$ cat src/rtl/core/srv_pkg.sv
// Shared types, codes and constants of the stereo convolution reverb.
// Used by the MAC datapath, the top level and the testbench.
package srv_pkg;

    localparam int MAX_TAPS_DEF = 1024;

    localparam int OUT_MAX = 8388607;
    localparam int OUT_MIN = -8388608;

    localparam int CFG_IDX_W  = 1;
    localparam int CFG_DATA_W = 11;

    localparam logic [CFG_IDX_W-1:0] REG_CHANNEL_MODE = 1'b0;
    localparam logic [CFG_IDX_W-1:0] REG_IR_LENGTH    = 1'b1;

    localparam logic [1:0] CMD_LOAD   = 2'd0;
    localparam logic [1:0] CMD_SAMPLE = 2'd1;
    localparam logic [1:0] CMD_CLEAR  = 2'd2;

    localparam logic [1:0] MODE_MONO  = 2'd0;
    localparam logic [1:0] MODE_QUASI = 2'd1;
    localparam logic [1:0] MODE_TRUE  = 2'd2;

    typedef struct packed {
        logic [1:0]          command;
        logic [9:0]          tap_index;
        logic signed [15:0]  coef_left;
        logic signed [15:0]  coef_right;
        logic signed [15:0]  sample_left;
        logic signed [15:0]  sample_right;
    } t_in_item;

    typedef struct packed {
        logic signed [23:0]  out_left;
        logic signed [23:0]  out_right;
        logic [23:0]         peak_left;
        logic [23:0]         peak_right;
    } t_out_item;

    // Control from the sequencer to the MAC, aligned with the memory read data.
    typedef struct packed {
        logic        clr;
        logic        valid;
        logic        mask;
        logic [1:0]  mode;
    } t_mac_ctl;

endpackage

$ cat src/rtl/core/srv_mac.sv
// Two-channel multiply-accumulate datapath with the final shift and saturation.
// Uses srv_pkg for the control struct and mode codes.
module srv_mac #(
    parameter int ACC_W = 45
) (
    input  logic              i_clk,
    input  srv_pkg::t_mac_ctl i_ctl,
    input  logic [31:0]       i_hist,
    input  logic [31:0]       i_taps,
    output logic              o_busy,
    output logic [23:0]       o_yl,
    output logic [23:0]       o_yr
);
    localparam logic signed [ACC_W-1:0] SAT_HI = ACC_W'(srv_pkg::OUT_MAX);
    localparam logic signed [ACC_W-1:0] SAT_LO = ACC_W'(srv_pkg::OUT_MIN);

    logic signed [15:0]      xl, xr, hl, hr;
    logic signed [16:0]      h;
    logic signed [32:0]      pl, pr;
    logic signed [32:0]      r_pl, r_pr;
    logic                    r_pv;
    logic signed [ACC_W-1:0] r_acc_l, r_acc_r;
    logic signed [ACC_W-1:0] sl, sr;
    logic                    is_true, is_mono;

    assign is_true = (i_ctl.mode == srv_pkg::MODE_TRUE);
    assign is_mono = !((i_ctl.mode == srv_pkg::MODE_QUASI) || is_true);

    always_comb begin
        // History entries older than the samples taken since the last clear read as zero.
        xl = i_ctl.mask ? $signed(i_hist[15:0])  : 16'sd0;
        xr = i_ctl.mask ? $signed(i_hist[31:16]) : 16'sd0;
        hl = $signed(i_taps[15:0]);
        hr = $signed(i_taps[31:16]);
        h  = is_true ? (17'(hl) + 17'(hr)) : 17'(hl);
        pl = 33'(xl) * 33'(h);
        pr = 33'(xr) * 33'(h);
    end

    always_ff @(posedge i_clk) begin
        r_pl <= pl;
        r_pr <= pr;
        r_pv <= i_ctl.valid;
        if (i_ctl.clr) begin
            r_acc_l <= '0;
            r_acc_r <= '0;
        end else if (r_pv) begin
            r_acc_l <= r_acc_l + ACC_W'(r_pl);
            r_acc_r <= r_acc_r + ACC_W'(r_pr);
        end
    end

    // True stereo folds the halving into the shift.
    always_comb begin
        sl = is_true ? (r_acc_l >>> 16) : (r_acc_l >>> 15);
        sr = is_true ? (r_acc_r >>> 16) : (r_acc_r >>> 15);
        if (sl > SAT_HI) begin
            o_yl = SAT_HI[23:0];
        end else if (sl < SAT_LO) begin
            o_yl = SAT_LO[23:0];
        end else begin
            o_yl = sl[23:0];
        end
        if (is_mono) begin
            o_yr = '0;
        end else if (sr > SAT_HI) begin
            o_yr = SAT_HI[23:0];
        end else if (sr < SAT_LO) begin
            o_yr = SAT_LO[23:0];
        end else begin
            o_yr = sr[23:0];
        end
    end

    assign o_busy = r_pv | i_ctl.valid | i_ctl.clr;
endmodule

$ cat config.mk
export PLATFORM = sky130hd
export DESIGN_NAME = srv_mac
export DESIGN_NICKNAME = d
export VERILOG_FILES = /design/src/rtl/core/srv_pkg.sv /design/src/rtl/core/srv_mac.sv
export SDC_FILE = /design/constraint.sdc
export NUM_CORES = 2
export LEC_CHECK = 0
export ABC_AREA = 1
export BUFFER_PORTS_ARGS = -buffer_cell sky130_fd_sc_hd__buf_2
export CAP_MARGIN = 20
export CORE_ASPECT_RATIO = 0.8
export CORE_MARGIN = 5
export CORE_UTILIZATION = 66
export DETAILED_ROUTE_END_ITERATION = 8
export PLACE_DENSITY = 0.9
export SYNTH_ARGS = -nofsm -noshare
export SYNTH_HDL_FRONTEND = slang
export SYNTH_SLANG_ARGS = --single-unit
export TNS_END_PERCENT = 50
$ cat constraint.sdc
create_clock -name i_clk -period 9.65 [get_ports i_clk]
set_input_delay 2.4125 -clock i_clk [delete_from_list [all_inputs] [get_ports i_clk]]
set_output_delay 2.4125 -clock i_clk [all_outputs]
set_load 0.01 [all_outputs]
==> run metrics <==
first-pass GRT wire length 172,900 um; worst setup margin 476.3 ps; Setup Slack @ Placement 25.80 ps; io pins 119; leakage power 0.02028 uW; RePlAce Congestion 1.035; Layout Skew 10.92 ps; Critical Path Most Common Cell inv_1; DR vias/cell 5.777; GRT overflow 0; fin. max-slew vios 0; Die Y 215.4 um; fin util 0.7053; TritonCTS Buffers 17; Row Count 75; Worst-Margin Slew 1012 ps; yosys warns 0; Die Wd 266.8 um; H-tree levels 4; worst vdd ir 0.8792 mV; largest net degree at the start of global routing 81; status complete, but fails checks; CP required 10,050 ps; DRC errors left 1; Final Setup Violations 0; share of layout cells above drive strength 1 0.06599; min Tclk post-route 9174 ps; Critical Path Max Stage Delay 650 ps; GRT Util Overall 0.3778; EDFF count, synth 0; CTS clk-pin slew, worst paths 80 ps; Worst Path Max Fanout 10; RSZ-0062 raised after global routing no; Core Area 0.05236 mm2; count of cell types in the netlist 51; fin nets 5,916; Pre-Repair DR Iteration Count 9; final hold viol count 0; IO buf count 118; Initial Util 0.6648; DR vias 33,100; power per cell area 377.9 mW/mm2; cts hold-fix bufs 0; Max Cap Violations 0; crit path kind in2reg; FMAX 0.1090 GHz; Setup TNS 0 ps; Longest Clk Path Bufs 2; hold crit path type reg2reg; most frequent cells in the layout 1,149 x inv_1, 1,064 x nand2_1, 577 x nor2_1; Synth async-reset ratio 0; most common cell after layout, fill and taps aside inv_1; delay-heaviest family, CP adder cells; DRT antenna net count 0; Crit-path slowest cell fa_1; number of antenna violations at the first check in global routing 6; hpwl dp 89,170 um; Worst-Skew Late Latency 460 ps; Worst setup EP type register; startpoint types primary input; CTS Sinks 157; Worst Path Buf+Inv 10; Routed WL 107,800 um; synth-to-layout area growth 6.092%; DR iter-0 viols 3,990; worst slew margin relative to its limit 0.3251; number of global-route vias before repair 33,210; Root Driver clkbuf_16; Synth Net Count 5,831; WP data arrival 9570 ps; Mapped Area 0.03481 mm2; number of synthesized register bits 157; average size of a mapped cell 7.057 um2; die area 0.05747 mm2; CTS tree built; Post-synth top flop dfxtp_1; Synth Instances 4,933; crit share post-route 0.9506; Seq/Total Area, Yosys 0.09029; failing checks design-rule violations; drt wl/cell 18.82 um
[state kept, by name, indices dropped and copies added (netlist names)]
signal and cells:
r_acc_l 45, r_pv 1, r_acc_r 45, r_pr 33
r_pl 33
[stage by stage]
step / power [uW] / cell area (um2) / std cells / hold slack [ps]
floorplan: 9643 / 34810 / 4933 / 432.2
global placement: 12600 / 36260 / 5691 / 450.9
detailed placement: 12840 / 36260 / 5691 / 457.2
CTS: 13650 / 36880 / 5723 / 473.7
global route: 15390 / 36930 / 5730 / 496.8
finish: 13950 / 36930 / 5730 / 472.2
[worst paths after layout]
check | startpoint | endpoint | slack (ps) | cells after the start
max | i_taps[0] | r_pl[32] | 480 | 35
min | r_acc_l[2] | r_acc_l[2] | 470 | 2
max reg2reg | r_acc_r[0] | r_acc_r[24] | 6870 | 13
min reg2reg | r_acc_l[2] | r_acc_l[2] | 470 | 2
[Yosys cell counts, types with 28 or more instances]
| master | number | share of area |
|---|---|---|
| a21oi_1 | 274 | 0.039 |
| buf_2 | 42 | 0.0060 |
| clkbuf_1 | 66 | 0.0071 |
| dfxtp_1 | 157 | 0.090 |
| fa_1 | 555 | 0.32 |
| ha_1 | 273 | 0.098 |
| inv_1 | 1149 | 0.12 |
| nand2_1 | 1064 | 0.11 |
| nand2_2 | 28 | 0.0050 |
| nand3_1 | 183 | 0.026 |
| nand4_1 | 54 | 0.0097 |
| nor2_1 | 577 | 0.062 |
| o21ai_0 | 169 | 0.024 |
| o21bai_1 | 37 | 0.0080 |
| xnor2_1 | 33 | 0.0083 |
| xor2_1 | 72 | 0.018 |
[metal layers]
layer | vias to the layer above | GRT usage | wire (um)
met1 | 15630 | 0.5117 | 41150
li1 | 15010 | - | -
met3 | 432 | 0.1035 | 14140
met5 | - | 0 | 0
met2 | 2032 | 0.5718 | 46740
met4 | 0 | 0.1698 | 5789
[kinds of logic after synthesis]
group                    Yosys count  synth area share
flip-flops                       157           0.09029
buffers and inverters           1298            0.1435
adder cells (fa/ha/maj)          828            0.4173
XOR/XNOR                         105           0.02642
AO/OA/AOI/OAI                    578           0.09360
AND/OR/NAND/NOR                 1967            0.2289
[report_power, final]
| group | total (uW) | internal, uW | switching, uW |
|---|---|---|---|
| clock network | 701 | 353 | 348 |
| registers | 1230 | 1020 | 217 |
| logic | 12000 | 4280 | 7730 |
| total | 14000 | 5650 | 8300 |
[worst min-delay path: cells and delay by family, from the launching register on]
family           cells  cell delay, ps
AND/OR/NAND/NOR      1              50
AO/OA/AOI/OAI        1              60
flip-flops           1             330
[what timing repair did]
item,in CTS,in global routing
resized for setup,0,2
buffers inserted,0,0
setup endpoints to repair,0,3
[area by class of cell]
cell class / count / area (um2)
well taps: 693 / 867.1
clock inverters: 15 / 193.9
repair buffers: 193 / 1199
inverters: 1171 / 4395
flip-flops and latches: 157 / 3144
diodes: 6 / 15.01
fillers: 4326 / 15430
clock buffers: 17 / 425.4
multi-input cells: 3478 / 26690
No activity file was read; power rests on OpenSTA's default activity.
